[src/hw/rtl/rcnh_pkg.sv]
// ----------------------------------------------------------------------------
// rcnh_pkg
// Shared types, constants, arithmetic helpers and the micro-op program.
// ----------------------------------------------------------------------------
package rcnh_pkg;

  localparam int MAX_CONES = 256;
  localparam int CNT_W     = $clog2(MAX_CONES);
  localparam int RF_DEPTH  = 32;
  localparam int DIV_STEPS = 78;
  localparam int DIV_CW    = $clog2(DIV_STEPS);

  localparam logic signed [63:0] WIDE_MAX  = 64'sh3FFF_FFFF_FFFF_FFFF;
  localparam logic signed [63:0] DISC_MIN  = 64'sd66;
  localparam logic signed [63:0] T_MIN     = 64'sd6554;
  localparam logic [30:0]        FAR_RESET = 31'h7FFF_FFFF;
  localparam logic [31:0]        DIRZ_RESET = 32'h0001_0000;

  // config register indexes
  localparam logic [2:0] CFG_ORG_X = 3'd0;
  localparam logic [2:0] CFG_ORG_Y = 3'd1;
  localparam logic [2:0] CFG_ORG_Z = 3'd2;
  localparam logic [2:0] CFG_DIR_X = 3'd3;
  localparam logic [2:0] CFG_DIR_Y = 3'd4;
  localparam logic [2:0] CFG_DIR_Z = 3'd5;
  localparam logic [2:0] CFG_FAR   = 3'd6;

  // opcodes
  localparam logic [2:0] OP_ADD  = 3'd0;
  localparam logic [2:0] OP_SUB  = 3'd1;
  localparam logic [2:0] OP_MUL  = 3'd2;
  localparam logic [2:0] OP_DIV  = 3'd3;
  localparam logic [2:0] OP_SQRT = 3'd4;
  localparam logic [2:0] OP_END  = 3'd5;

  // result checks
  localparam logic [1:0] CHK_NONE = 2'd0;
  localparam logic [1:0] CHK_ZERO = 2'd1;
  localparam logic [1:0] CHK_DISC = 2'd2;

  // register file slots (bit 5 clear)
  localparam logic [5:0] SL_TA   = 6'd0;
  localparam logic [5:0] SL_TB   = 6'd1;
  localparam logic [5:0] SL_LEN  = 6'd2;
  localparam logic [5:0] SL_U0   = 6'd3;
  localparam logic [5:0] SL_U1   = 6'd4;
  localparam logic [5:0] SL_U2   = 6'd5;
  localparam logic [5:0] SL_K    = 6'd6;
  localparam logic [5:0] SL_DD   = 6'd7;
  localparam logic [5:0] SL_DV   = 6'd8;
  localparam logic [5:0] SL_SV   = 6'd9;
  localparam logic [5:0] SL_DS   = 6'd10;
  localparam logic [5:0] SL_SS   = 6'd11;
  localparam logic [5:0] SL_A    = 6'd12;
  localparam logic [5:0] SL_B    = 6'd13;
  localparam logic [5:0] SL_C    = 6'd14;
  localparam logic [5:0] SL_DISC = 6'd15;
  localparam logic [5:0] SL_DEN  = 6'd16;
  localparam logic [5:0] SL_R    = 6'd17;
  localparam logic [5:0] SL_NB   = 6'd18;
  localparam logic [5:0] SL_T0   = 6'd19;
  localparam logic [5:0] SL_T1   = 6'd20;

  // preset operands (bit 5 set)
  localparam logic [5:0] P_S0   = 6'd32;
  localparam logic [5:0] P_S1   = 6'd33;
  localparam logic [5:0] P_S2   = 6'd34;
  localparam logic [5:0] P_V0   = 6'd35;
  localparam logic [5:0] P_V1   = 6'd36;
  localparam logic [5:0] P_V2   = 6'd37;
  localparam logic [5:0] P_D0   = 6'd38;
  localparam logic [5:0] P_D1   = 6'd39;
  localparam logic [5:0] P_D2   = 6'd40;
  localparam logic [5:0] P_KR   = 6'd41;
  localparam logic [5:0] P_ZERO = 6'd42;

  typedef struct packed {
    logic [2:0] op;
    logic [5:0] asrc;
    logic [5:0] bsrc;
    logic [4:0] dst;
    logic [1:0] chk;
  } uop_t;

  typedef struct packed {
    logic load;
    logic rd;
    logic start;
    logic wr;
    logic cmp;
    logic fin;
    uop_t uop;
  } cmd_t;

  typedef struct packed {
    logic done;
    logic reject;
    logic last;
    logic out_busy;
  } sts_t;

  function automatic uop_t mk(input logic [2:0] op, input logic [5:0] a,
                              input logic [5:0] b, input logic [5:0] d,
                              input logic [1:0] chk);
    uop_t u;
    u.op   = op;
    u.asrc = a;
    u.bsrc = b;
    u.dst  = d[4:0];
    u.chk  = chk;
    return u;
  endfunction

  function automatic logic signed [63:0] sat65(input logic signed [64:0] x);
    if (x > 65'(WIDE_MAX)) return WIDE_MAX;
    if (x < -65'(WIDE_MAX)) return -WIDE_MAX;
    return x[63:0];
  endfunction

  function automatic logic [61:0] mag(input logic signed [63:0] x);
    logic [63:0] t;
    t = x[63] ? 64'(-x) : 64'(x);
    return t[61:0];
  endfunction

  function automatic logic signed [63:0] sx32(input logic [31:0] v);
    return {{32{v[31]}}, v};
  endfunction

  // per-cone program: axis length, unit axis, quadratic, roots, compare
  function automatic uop_t uop_rom(input logic [5:0] pc);
    uop_t u;
    case (pc)
      6'd0:  u = mk(OP_MUL, P_V0, P_V0, SL_TA, CHK_NONE);
      6'd1:  u = mk(OP_MUL, P_V1, P_V1, SL_TB, CHK_NONE);
      6'd2:  u = mk(OP_ADD, SL_TA, SL_TB, SL_TA, CHK_NONE);
      6'd3:  u = mk(OP_MUL, P_V2, P_V2, SL_TB, CHK_NONE);
      6'd4:  u = mk(OP_ADD, SL_TA, SL_TB, SL_TA, CHK_NONE);
      6'd5:  u = mk(OP_SQRT, SL_TA, SL_TA, SL_LEN, CHK_ZERO);
      6'd6:  u = mk(OP_DIV, P_V0, SL_LEN, SL_U0, CHK_NONE);
      6'd7:  u = mk(OP_DIV, P_V1, SL_LEN, SL_U1, CHK_NONE);
      6'd8:  u = mk(OP_DIV, P_V2, SL_LEN, SL_U2, CHK_NONE);
      6'd9:  u = mk(OP_MUL, P_KR, P_KR, SL_K, CHK_NONE);
      // D.D
      6'd10: u = mk(OP_MUL, P_D0, P_D0, SL_TA, CHK_NONE);
      6'd11: u = mk(OP_MUL, P_D1, P_D1, SL_TB, CHK_NONE);
      6'd12: u = mk(OP_ADD, SL_TA, SL_TB, SL_TA, CHK_NONE);
      6'd13: u = mk(OP_MUL, P_D2, P_D2, SL_TB, CHK_NONE);
      6'd14: u = mk(OP_ADD, SL_TA, SL_TB, SL_DD, CHK_NONE);
      // D.U
      6'd15: u = mk(OP_MUL, P_D0, SL_U0, SL_TA, CHK_NONE);
      6'd16: u = mk(OP_MUL, P_D1, SL_U1, SL_TB, CHK_NONE);
      6'd17: u = mk(OP_ADD, SL_TA, SL_TB, SL_TA, CHK_NONE);
      6'd18: u = mk(OP_MUL, P_D2, SL_U2, SL_TB, CHK_NONE);
      6'd19: u = mk(OP_ADD, SL_TA, SL_TB, SL_DV, CHK_NONE);
      // S.U
      6'd20: u = mk(OP_MUL, P_S0, SL_U0, SL_TA, CHK_NONE);
      6'd21: u = mk(OP_MUL, P_S1, SL_U1, SL_TB, CHK_NONE);
      6'd22: u = mk(OP_ADD, SL_TA, SL_TB, SL_TA, CHK_NONE);
      6'd23: u = mk(OP_MUL, P_S2, SL_U2, SL_TB, CHK_NONE);
      6'd24: u = mk(OP_ADD, SL_TA, SL_TB, SL_SV, CHK_NONE);
      // D.S
      6'd25: u = mk(OP_MUL, P_D0, P_S0, SL_TA, CHK_NONE);
      6'd26: u = mk(OP_MUL, P_D1, P_S1, SL_TB, CHK_NONE);
      6'd27: u = mk(OP_ADD, SL_TA, SL_TB, SL_TA, CHK_NONE);
      6'd28: u = mk(OP_MUL, P_D2, P_S2, SL_TB, CHK_NONE);
      6'd29: u = mk(OP_ADD, SL_TA, SL_TB, SL_DS, CHK_NONE);
      // S.S
      6'd30: u = mk(OP_MUL, P_S0, P_S0, SL_TA, CHK_NONE);
      6'd31: u = mk(OP_MUL, P_S1, P_S1, SL_TB, CHK_NONE);
      6'd32: u = mk(OP_ADD, SL_TA, SL_TB, SL_TA, CHK_NONE);
      6'd33: u = mk(OP_MUL, P_S2, P_S2, SL_TB, CHK_NONE);
      6'd34: u = mk(OP_ADD, SL_TA, SL_TB, SL_SS, CHK_NONE);
      // a
      6'd35: u = mk(OP_MUL, SL_DV, SL_DV, SL_TA, CHK_NONE);
      6'd36: u = mk(OP_SUB, SL_DD, SL_TA, SL_TA, CHK_NONE);
      6'd37: u = mk(OP_MUL, SL_K, SL_DD, SL_TB, CHK_NONE);
      6'd38: u = mk(OP_SUB, SL_TA, SL_TB, SL_A, CHK_NONE);
      // b
      6'd39: u = mk(OP_MUL, SL_DV, SL_SV, SL_TA, CHK_NONE);
      6'd40: u = mk(OP_SUB, SL_DS, SL_TA, SL_TA, CHK_NONE);
      6'd41: u = mk(OP_MUL, SL_K, SL_DS, SL_TB, CHK_NONE);
      6'd42: u = mk(OP_SUB, SL_TA, SL_TB, SL_TA, CHK_NONE);
      6'd43: u = mk(OP_ADD, SL_TA, SL_TA, SL_B, CHK_NONE);
      // c
      6'd44: u = mk(OP_MUL, SL_SV, SL_SV, SL_TA, CHK_NONE);
      6'd45: u = mk(OP_SUB, SL_SS, SL_TA, SL_TA, CHK_NONE);
      6'd46: u = mk(OP_MUL, SL_K, SL_SS, SL_TB, CHK_NONE);
      6'd47: u = mk(OP_SUB, SL_TA, SL_TB, SL_C, CHK_NONE);
      // discriminant
      6'd48: u = mk(OP_MUL, SL_A, SL_C, SL_TA, CHK_NONE);
      6'd49: u = mk(OP_ADD, SL_TA, SL_TA, SL_TA, CHK_NONE);
      6'd50: u = mk(OP_ADD, SL_TA, SL_TA, SL_TA, CHK_NONE);
      6'd51: u = mk(OP_MUL, SL_B, SL_B, SL_TB, CHK_NONE);
      6'd52: u = mk(OP_SUB, SL_TB, SL_TA, SL_DISC, CHK_DISC);
      6'd53: u = mk(OP_ADD, SL_A, SL_A, SL_DEN, CHK_ZERO);
      6'd54: u = mk(OP_SQRT, SL_DISC, SL_DISC, SL_R, CHK_NONE);
      6'd55: u = mk(OP_SUB, P_ZERO, SL_B, SL_NB, CHK_NONE);
      6'd56: u = mk(OP_SUB, SL_NB, SL_R, SL_TA, CHK_NONE);
      6'd57: u = mk(OP_DIV, SL_TA, SL_DEN, SL_T0, CHK_NONE);
      6'd58: u = mk(OP_ADD, SL_NB, SL_R, SL_TA, CHK_NONE);
      6'd59: u = mk(OP_DIV, SL_TA, SL_DEN, SL_T1, CHK_NONE);
      default: u = mk(OP_END, SL_T0, SL_T1, SL_TA, CHK_NONE);
    endcase
    return u;
  endfunction

endpackage

[src/hw/rtl/rcnh_ctrl.sv]
// ----------------------------------------------------------------------------
// rcnh_ctrl
// Sequencer: steps the micro-op program for one cone and closes the item.
// ----------------------------------------------------------------------------
module rcnh_ctrl import rcnh_pkg::*; (
  input  logic clk,
  input  logic rst_n,
  input  logic in_valid,
  output logic in_stall,
  output cmd_t cmd,
  input  sts_t sts
);

  localparam logic [2:0] ST_IDLE = 3'd0;
  localparam logic [2:0] ST_RD   = 3'd1;
  localparam logic [2:0] ST_EX   = 3'd2;
  localparam logic [2:0] ST_WT   = 3'd3;
  localparam logic [2:0] ST_CMP  = 3'd4;
  localparam logic [2:0] ST_FIN  = 3'd5;

  logic [2:0] state_r, state_nxt;
  logic [5:0] pc_r, pc_nxt;
  uop_t       uop;

  assign uop      = uop_rom(pc_r);
  assign in_stall = (state_r != ST_IDLE);

  always_comb begin
    state_nxt = state_r;
    pc_nxt    = pc_r;
    cmd       = '0;
    cmd.uop   = uop;
    unique case (state_r)
      ST_IDLE: begin
        if (in_valid) begin
          cmd.load  = 1'b1;
          pc_nxt    = '0;
          state_nxt = ST_RD;
        end
      end
      ST_RD: begin
        cmd.rd    = 1'b1;
        state_nxt = (uop.op == OP_END) ? ST_CMP : ST_EX;
      end
      ST_EX: begin
        cmd.start = 1'b1;
        state_nxt = ST_WT;
      end
      ST_WT: begin
        if (sts.done) begin
          cmd.wr = 1'b1;
          if (sts.reject) begin
            state_nxt = ST_FIN;
          end else begin
            pc_nxt    = pc_r + 6'd1;
            state_nxt = ST_RD;
          end
        end
      end
      ST_CMP: begin
        cmd.cmp   = 1'b1;
        state_nxt = ST_FIN;
      end
      ST_FIN: begin
        // a final item waits until the previous result has left
        if (!(sts.last && sts.out_busy)) begin
          cmd.fin   = 1'b1;
          state_nxt = ST_IDLE;
        end
      end
      default: state_nxt = ST_IDLE;
    endcase
  end

  always_ff @(posedge clk) begin
    if (!rst_n) begin
      state_r <= ST_IDLE;
      pc_r    <= '0;
    end else begin
      state_r <= state_nxt;
      pc_r    <= pc_nxt;
    end
  end

endmodule

[config.mk]
export PLATFORM = sky130hd
export DESIGN_NAME = rcnh_ctrl
export DESIGN_NICKNAME = d
export VERILOG_FILES = /design/src/hw/rtl/rcnh_pkg.sv /design/src/hw/rtl/rcnh_ctrl.sv
export SDC_FILE = /design/constraint.sdc
export NUM_CORES = 1
export LEC_CHECK = 0
export BUFFER_PORTS_ARGS = -buffer_cell sky130_fd_sc_hd__buf_4
export CORE_MARGIN = 8
export CORE_UTILIZATION = 35
export CTS_CLUSTER_DIAMETER = 150
export CTS_CLUSTER_SIZE = 12
export DETAILED_ROUTE_END_ITERATION = 7
export GPL_TIMING_DRIVEN = 0
export MAX_ROUTING_LAYER = met4
export PLACE_DENSITY_LB_ADDON = 0.3
export SETUP_SLACK_MARGIN = 0.3
export SKIP_LAST_GASP = 1
export SYNTH_ARGS = -nofsm -noshare
export SYNTH_HDL_FRONTEND = slang
export SYNTH_SLANG_ARGS = --single-unit
[constraint.sdc]
create_clock -name clk -period 3.7 [get_ports clk]
set_clock_uncertainty 0.05 [all_clocks]
set_input_delay 0.37 -clock clk [delete_from_list [all_inputs] [get_ports clk]]
set_output_delay 0.37 -clock clk [all_outputs]
set_load 0.05 [all_outputs]
==> qor.txt, run 1 <==
Status: complete, no violations
Type of the worst setup path: flip-flop to flip-flop
Core area: 0.006719 mm2
Largest net degree at the start of global routing: 14
Die H: 98.83 um
Initial DRC Count: 550
Layout cells sized above 1: 21.18%
Hold EP: state_r[2]$_SDFFE_PN0P_
Syn avg cell area: 7.388 um2
DR vias: 2931
WL final: 8663 um
Initial core utilization: 35.74%
Cells after Synth: 325
Worst-skew pair later-pin latency: 0.28 ns
Final core occ: 44.19%
Reg2reg end: uop[16]$_DFF_P_
Max_slew headroom: 48.04%
CTS tree: done
Final setup viols: 0
Register bit total from synthesis: 31
Capturing element type of the critical path: flip-flop
R2R depth: 13
Rows: 30
Crit path buffers/inverters: 5
Warnings from Yosys: 0
Clock sinks: 31
Synth Flop Type: dfxtp_1
Critical-path cell list: buf_2 -> or4b_1 -> clkbuf_2 -> o211ai_1 -> a21oi_4 -> inv_2 -> ha_1 -> clkbuf_2 -> inv_1 -> nor2_1 -> a211oi_2 -> o21ai_0 -> a2bb2oi_1
Port bufs: 34
Register area share after synthesis: 25.85%
Max VDD drop: 0.1339 mV
Root Driver: clkbuf_8
Cell Pwr Density: 325.9 mW/mm2
Final ANT Viol Nets: 0
Fin worst setup slack: 0.5385 ns
EDFF count, synth: 0
CTS Hold Bufs: 0
Leak Pwr: 1.240 nW
RSZ-0062 raised after global routing: no
Chip Width: 98.83 um
R2r setup slk: 0.54 ns
Antenna Cells: 0
Global route total overflow: 0
Min Tclk post-route: 3.162 ns
Commonest non-fill, non-tap cell in the layout: buf_4
Slew @ Worst Pin: 0.7712 ns
Most frequent cells in the layout: buf_4 (39), nand2_1 (34), nor2_1 (31), dfxtp_1 (31)
Average wire per standard cell: 19.12 um
First-pass GRT wire length: 14010 um
Crit path max-delay family: compound AO/OA/AOI/OAI gates
Worst-path clk slew: 0.07 ns
Hold path depth: 3
Worst Hold Launch: in_valid
TritonCTS Buffers: 5
Crit-path max cell delay: 0.51 ns
R2R Path Start: state_r[0]$_SDFFE_PN0P_
Final Max Slew Viols: 0
Setup crit start kind: flip-flop
First-pass DRT Iterations: 5
Max Root-Sink Buffers: 2
Fin crit share: 85.45%
Die area: 0.009766 mm2
Fmax: 0.3163 GHz
Async SR Flop Fraction: 0%
Netlist Area Pre-Place: 0.002401 mm2
Critical-path top delay cell: or4b_1
Nets: 391
CP required: 3.86 ns
Remaining DRCs: 0
Netlist cell types: 61
Syn-to-layout area delta: 23.66%
Hold slack: 0.4042 ns
Syn nets: 344
Htree depth: 2
Cell mode on critical path: clkbuf_2
Top Ports: 36
Final Hold Fails: 0
Crit path DAT: 3.32 ns
Worst hold path class: input pin to flip-flop
Max Cap Viol: 0
Initial antenna violation count: 0
Worst Path Max Fanout: 10
Pre-CTS WS: -0.2776 ns
Vias in the first global route: 2712
Gr usage total: 18.11%
Routed vias/inst: 6.470
HPWL Detailed: 6101 um
Crit path from: state_r[0]$_SDFFE_PN0P_
Gp weighted congestion: 0.9793
[synth_stat cells, types with 2 or more instances]
cell type | n | share of area, %
buf_2 | 10 | 2.1
o21ai_1 | 3 | 0.63
a221o_1 | 3 | 1.3
clkbuf_1 | 17 | 2.7
o211ai_1 | 9 | 2.8
o31ai_1 | 2 | 0.63
nor3b_1 | 3 | 0.94
o21a_1 | 2 | 0.63
a32oi_1 | 4 | 1.5
o21ai_0 | 17 | 3.5
mux2i_1 | 3 | 1.3
a211o_1 | 3 | 1.1
a211oi_1 | 9 | 2.8
nor3_1 | 9 | 1.9
ha_1 | 12 | 6.3
inv_1 | 8 | 1.3
o2111ai_1 | 4 | 1.5
a221oi_1 | 2 | 0.73
o221ai_1 | 3 | 1.1
and3_1 | 4 | 1.0
inv_2 | 4 | 0.63
nand3_1 | 24 | 5.0
a31oi_1 | 6 | 1.6
nand2_1 | 34 | 5.3
nor2_1 | 31 | 4.8
a21oi_1 | 25 | 5.2
and4b_1 | 2 | 0.83
dfxtp_1 | 31 | 26
nor4_1 | 4 | 1.0
and2_1 | 2 | 0.52
nand3b_1 | 3 | 0.94
o22ai_1 | 3 | 0.78
[per-layer routing]
layer | vias to the layer above | part of all wire (%) | track usage [%]
met1 | 1320 | 41 | 21.75
li1 | 1319 | - | -
met2 | 241 | 42 | 26.35
met4 | 0 | 4.4 | 9.917
met3 | 51 | 13 | 5.567
met5 | - | 0 | -
[what timing repair did]
item / in CTS / in global routing
hold endpoints to repair: 0 / 0
buffers inserted: 0 / 6
resized for setup: 4 / 9
setup endpoints to repair: 16 / 9
gates cloned: 0 / 0
pin swaps: 0 / 1
[worst min-delay path, stage by stage]
cell and delay, ns:
buf_4 0.10, o221ai_1 0.10, a21oi_1 0.12
[worst max-delay path by stage]
stage,end,slack [ns],cells past startpoint
finish,uop[16]$_DFF_P_,0.54,13
global route,uop[15]$_DFF_P_,0.37,12
CTS,uop[16]$_DFF_P_,0.32,13
detailed placement,uop[15]$_DFF_P_,-0.28,12
global placement,uop[15]$_DFF_P_,-0.33,12
floorplan,uop[15]$_DFF_P_,0.61,11
[cells by family after synthesis]
| logic type | share of synthesized area (%) |
|---|---|
| buffers and inverters | 7.399 |
| adders and majority gates | 6.253 |
| DFF | 25.85 |
| AOI/OAI and AO/OA | 32.15 |
| muxes | 1.876 |
| xor gates and xnor gates | 0.3648 |
| and+or+nand+nor | 26.11 |
[power breakdown]
group          internal [mW]  switching [mW]  leakage (nW)
Combinational         0.0885           0.176         0.927
Sequential             0.349         0.00661         0.252
Clock                  0.218           0.130        0.0612
Total                  0.655           0.312          1.24
[flip-flops by register name, indices dropped and copies added, names as in the netlist]
| name | count |
|---|---|
| state_r | 3 |
| pc_r | 6 |
| uop | 22 |
[cell type report]
cell class,instances,area (um2)
Clock buffer,6,82.58
Timing Repair Buffer,40,312.8
Tap cell,80,100.1
Clock inverter,2,35.03
Sequential cell,31,620.6
Inverter,13,48.80
Fill cell,693,3750
Buffer,29,132.6
Multi-Input combinational cell,252,1637
[metrics by stage]
step / cell area, um2 / std cells / power [mW] / setup TNS (ns)
floorplan: 2401 / 325 / 0.5374 / 0
global placement: 2756 / 439 / 0.6058 / -1.189
detailed placement: 2756 / 439 / 0.6057 / -0.9472
CTS: 2888 / 447 / 0.9609 / 0
global route: 2969 / 453 / 1.016 / 0
finish: 2969 / 453 / 0.9676 / 0
Power figures use the tool's default switching activity.
==> inputs of run 2 (changes only) <==
Settings changed: RECOVER_POWER from default to 25.
==> run 2 against run 1 <==
  * Fmax is 0.18% lower
  * First-iteration DRC count is 3.6% lower
  * Sequential power hardly changed
  * Via count is 1.2% lower
  * Worst hold slack hardly changed
  * Register-to-register slack hardly changed
  * Sequential share of layout area is 0.40 points higher
==> qor.txt, run 2 (same netlist as run 1, synthesis figures left out) <==
Status: complete, no violations
Vias in the first global route: 2712 (unchanged)
Leak Pwr: 1.181 nW (-4.8%)
Met1 WL: 3535 um (+0.34%)
Cell Pwr Density: 329.9 mW/mm2 (+1.2%)
Nets: 391 (unchanged)
Average wire per standard cell: 19.10 um (-0.10%)
Final setup viols: 0 (unchanged)
Top Ports: 36 (unchanged)
Initial antenna violation count: 0 (unchanged)
Setup crit start kind: flip-flop
Worst-skew pair later-pin latency: 0.28 ns (about the same)
Placed Instances: 439 (unchanged)
Max Root-Sink Buffers: 2 (unchanged)
First-pass DRT Iterations: 6 (+1)
Largest net degree at the start of global routing: 14 (unchanged)
Reg2reg end: uop[14]$_DFF_P_
Worst-path clk slew: 0.07 ns (about the same)
Final Max Slew Viols: 0 (unchanged)
Initial core utilization: 35.74% (unchanged)
Crit path DAT: 3.34 ns (+0.02 ns)
Final ANT Viol Nets: 0 (unchanged)
Remaining DRCs: 0 (unchanged)
Clock sinks: 31 (unchanged)
Min Tclk post-route: 3.167 ns (+0.005705 ns)
Type of the worst setup path: flip-flop to flip-flop
Rows: 30 (unchanged)
Commonest non-fill, non-tap cell in the layout: nand2_1
DR vias: 2895 (-1.2%)
Final instance area: 0.002913 mm2 (-1.9%)
Initial DRC Count: 530 (-3.6%)
Core area: 0.006719 mm2 (unchanged)
Layout cells sized above 1: 17.16% (-4.0 points)
Max FFs per register: 22 (unchanged)
Uppermost layer routed: met4
CP required: 3.87 ns (about the same)
Routed vias/inst: 6.391 (-1.2%)
Met2 wire length: 3719 um (+1.8%)
R2R depth: 12 (-1)
Max_slew headroom: 46.84% (-1.2 points)
Worst Hold Launch: in_valid
Hold slack: 0.4046 ns (+0.0004230 ns)
Fmax: 0.3157 GHz (-0.18%)
Max VDD drop: 0.1340 mV (about the same)
Crit path from: state_r[0]$_SDFFE_PN0P_
Capturing element type of the critical path: flip-flop
R2R Path Start: state_r[0]$_SDFFE_PN0P_
R2r setup slk: 0.53 ns (about the same)
Reg area: 620.6 um2 (unchanged)
Area of the multi-input gates: 0.001637 mm2 (unchanged)
HPWL Detailed: 6101 um (unchanged)
Non-Filler Instances: 453 (unchanged)
TritonCTS Buffers: 5 (unchanged)
Max Cap Viol: 0 (unchanged)
Die area: 0.009766 mm2 (unchanged)
Critical Path Sink: uop[14]$_DFF_P_
Antenna Cells: 0 (unchanged)
First-pass GRT wire length: 14010 um (unchanged)
WL final: 8654 um (-0.10%)
Htree depth: 2 (unchanged)
# fillers: 693 (unchanged)
Fin crit share: 85.60% (+0.15 points)
Global route total overflow: 0 (unchanged)
Slew @ Worst Pin: 0.7891 ns (+0.01792 ns)
Gr usage total: 18.11% (unchanged)
DP Area: 0.002756 mm2 (unchanged)
Worst Path Max Fanout: 10 (unchanged)
Final Hold Fails: 0 (unchanged)
Gp weighted congestion: 0.9793 (unchanged)
Most frequent cells in the layout: nand2_1 (34), nor2_1 (31), dfxtp_1 (31), clkbuf_1 (29)
RSZ-0062 raised after global routing: no
Port bufs: 34 (unchanged)
Syn-to-layout area delta: 21.31%
Worst hold path class: input pin to flip-flop
Chip Width: 98.83 um (unchanged)
CTS tree: done
Root Driver: clkbuf_8
Die H: 98.83 um (unchanged)
Met3 routed WL: 1073 um (-2.5%)
==> run 2: layout make-up <==
type / count / share of cell area, %
multi-input combinational: 252 / 56.19
sequential: 31 / 21.31
timing repair buffer: 40 / 8.806
buffer: 29 / 4.553
tap: 80 / 3.436
clock buffer: 6 / 2.835
inverter: 13 / 1.675
clock inverter: 2 / 1.203
==> run 2: how the worst min path moves through the flow <==
stage | end | slack, ns | cells past startpoint
floorplan | pc_r[1]$_SDFFE_PN0N_ | 0.50 | 2
global placement | pc_r[1]$_SDFFE_PN0N_ | 0.55 | 2
detailed placement | pc_r[1]$_SDFFE_PN0N_ | 0.55 | 2
CTS | state_r[1]$_SDFFE_PN0P_ | 0.40 | 3
global route | state_r[1]$_SDFFE_PN0P_ | 0.41 | 3
finish | state_r[2]$_SDFFE_PN0P_ | 0.40 | 3
==> run 2: repair_timing <==
item,in CTS,in global routing
pin swaps,0,1
hold buffers,0,0
buffers inserted,0,6
gates cloned,0,0
endpoints found under the setup margin,16,9
gates resized for setup,4,9
==> run 2: per-layer routing <==
layer,GRT usage (%),vias up
li1,-,1322
met1,21.75,1303
met2,26.35,224
met3,5.567,46
met4,9.917,0
met5,-,-
==> run 2: critical path, cell delays in order (launching register included) <==
cell      delay [ns]
dfxtp_1         0.30
buf_2           0.16
or4b_1          0.51
clkbuf_2        0.18
o211ai_1        0.23
a21oi_4         0.15
inv_2           0.16
ha_1            0.25
clkbuf_1        0.42
mux2i_1         0.13
o21ai_0         0.29
o221ai_1        0.16
nand3_1         0.11
==> run 2: power by group <==
group	switching, mW	internal, mW
registers	0.00638	0.349
clock network	0.129	0.218
logic	0.176	0.0830
total	0.311	0.650
==> run 2: stage by stage <==
step | power [mW] | TNS [ns] | util, % | worst slack [ns]
after global placement | 0.6058 | -1.189 | 41.02 | -0.3348
final | 0.9610 | 0 | 43.35 | 0.5328
after CTS | 0.9609 | 0 | 42.98 | 0.3218
after detailed placement | 0.6057 | -0.9472 | 41.02 | -0.2776
after global routing | 1.010 | 0 | 43.35 | 0.3671
after floorplan | 0.5374 | 0 | - | 0.6108
==> inputs of run 3 (changes only) <==
Settings changed: CORE_UTILIZATION 35 to 55.
==> run 3 against run 2 <==
  * Cell count fell by 6.4%
  * First-iteration DRC count rose by 16%
  * Worst setup slack got worse by 0.078 ns
  * Clock power rose by 2%
  * Fmax fell by 2.4%
  * Die area fell by 31%
  * Combinational power fell by 2%
  * Cell area fell by 2.3%
  * Non-clock buffer count fell by 1
  * Core utilization rose by 23 points
  * Sequential power barely moved
  * Routed wire length rose by 4.6%
  * Largest power group unchanged
  * Highest routed layer unchanged
==> qor.txt, run 3 (same netlist as run 1, synthesis figures left out) <==
Status: complete, no violations
Layout cells sized above 1: 15.86% (-1.3 points)
Max Root-Sink Buffers: 2 (unchanged)
Met3 routed WL: 1343 um (+25%)
Final Max Slew Viols: 0 (unchanged)
Min Tclk post-route: 3.245 ns (+0.07768 ns)
Hold slack: 0.3710 ns (-0.03360 ns)
Largest net degree at the start of global routing: 14 (unchanged)
Max FFs per register: 22 (unchanged)
Vias in the first global route: 2771 (+2.2%)
Die H: 82.07 um (-17%)
Die area: 0.006735 mm2 (-31%)
Leak Pwr: 1.159 nW (-1.9%)
Antenna Cells: 0 (unchanged)
Max VDD drop: 0.1847 mV (+38%)
Met2 wire length: 3849 um (+3.5%)
Worst Hold Launch: sts[3]
Final Hold Fails: 0 (unchanged)
R2R Path Start: state_r[0]$_SDFFE_PN0P_
R2R depth: 12 (unchanged)
Setup crit start kind: flip-flop
Setup TNS: 0 ns (unchanged)
Htree depth: 2 (unchanged)
Clock sinks: 31 (unchanged)
TritonCTS Buffers: 5 (unchanged)
Gp weighted congestion: 1.014 (+3.6%)
Root Driver: clkbuf_8
Fin crit share: 87.70% (+2.1 points)
Syn-to-layout area delta: 18.50%
Tot Pwr: 0.9651 mW (+0.43%)
Gr usage total: 28.06% (+10 points)
Remaining DRCs: 0 (unchanged)
CTS tree: done
Global route total overflow: 0 (unchanged)
Chip Width: 82.07 um (-17%)
Final setup viols: 0 (unchanged)
WL final: 9056 um (+4.6%)
Capturing element type of the critical path: flip-flop
Max_slew headroom: 50.58% (+3.7 points)
First-pass GRT wire length: 14210 um (+1.4%)
Initial core utilization: 55.91% (+20 points)
Crit path DAT: 3.38 ns (+0.04 ns)
CP required: 3.84 ns (-0.03 ns)
Hold path depth: 3 (unchanged)
Nets: 390 (-0.26%)
Commonest non-fill, non-tap cell in the layout: nand2_1
Hold EP: state_r[1]$_SDFFE_PN0P_
Worst Path Max Fanout: 13 (+3)
Max Cap Viol: 0 (unchanged)
Fmax: 0.3082 GHz (-2.4%)
First-pass DRT Iterations: 7 (+1)
Type of the worst setup path: flip-flop to flip-flop
Met1 WL: 3432 um (-2.9%)
Worst-path clk slew: 0.08 ns (about the same)
Rows: 24 (-20%)
Average wire per standard cell: 21.36 um (+12%)
HPWL Detailed: 6209 um (+1.8%)
Cell Pwr Density: 339.2 mW/mm2 (+2.8%)
Core area: 0.004294 mm2 (-36%)
Port bufs: 34 (unchanged)
RSZ-0062 raised after global routing: no
Top Ports: 36 (unchanged)
Initial antenna violation count: 0 (unchanged)
Final ANT Viol Nets: 0 (unchanged)
R2r setup slk: 0.46 ns (-0.08 ns)
Worst hold path class: input pin to flip-flop
Initial DRC Count: 614 (+16%)
Slew @ Worst Pin: 0.7336 ns (-0.05552 ns)
Reg2reg end: uop[5]$_DFF_P_
Worst-skew pair later-pin latency: 0.28 ns (about the same)
Routed vias/inst: 7.099 (+11%)
Most frequent cells in the layout: nand2_1 (34), clkbuf_1 (31), nor2_1 (31), dfxtp_1 (31)
Uppermost layer routed: met4
DR vias: 3010 (+4.0%)
-- run 3: power breakdown --
group          total (mW)  switching (mW)  internal [mW]
combinational       0.255           0.176         0.0792
clock               0.354           0.136          0.218
sequential          0.356         0.00677          0.349
-- run 3: worst max path at each step --
stage	cells past startpoint	slack (ns)	endpoint	from
after floorplan	11	0.61	uop[15]$_DFF_P_	state_r[2]$_SDFFE_PN0P_
after global placement	12	-0.39	uop[15]$_DFF_P_	in_valid
after detailed placement	12	-0.33	uop[15]$_DFF_P_	in_valid
after CTS	13	0.32	uop[16]$_DFF_P_	state_r[0]$_SDFFE_PN0P_
after global routing	12	0.35	uop[15]$_DFF_P_	state_r[0]$_SDFFE_PN0P_
final	12	0.46	uop[5]$_DFF_P_	state_r[0]$_SDFFE_PN0P_
-- run 3: metrics by stage --
step	cell area, um2	worst slack (ns)	cells	utilization [%]
final	2845	0.4551	424	66.26
after global routing	2845	0.3485	424	66.26
after CTS	2853	0.3186	419	66.43
after detailed placement	2721	-0.3291	411	63.37
after global placement	2721	-0.3867	411	63.37
after floorplan	2401	0.6108	325	-
-- run 3: worst max-delay path, stage by stage (launching register included) --
cell       delay [ns]
dfxtp_1          0.30
buf_2            0.16
or4b_1           0.54
clkbuf_1         0.23
o2111ai_1        0.16
o21a_2           0.18
inv_2            0.13
ha_1             0.23
clkbuf_1         0.29
nand2_1          0.30
a21oi_1          0.11
a21o_1           0.18
a211o_1          0.28
-- run 3: timing repair --
item | CTS | global route
buffers inserted | 0 | 5
endpoints found under the setup margin | 15 | 8
pin swaps | 0 | 2
hold buffers | 0 | 0
hold endpoints to repair | 0 | 0
resized for setup | 4 | 3
-- run 3: area by class of cell --
cell class | instances | area (um2)
inverter | 13 | 48.80
sequential | 31 | 620.6
tap | 52 | 65.06
fill | 385 | 1449
clock buffer | 6 | 82.58
timing repair buffer | 39 | 236.5
clock inverter | 2 | 35.03
buffer | 29 | 130.1
multi-input combinational | 252 | 1627
-- run 3: routing by layer --
layer / vias to the layer above / GRT usage [%]
met5: - / -
met2: 267 / 40.17
met3: 59 / 7.659
met4: 0 / 14.74
li1: 1308 / -
met1: 1376 / 35.02
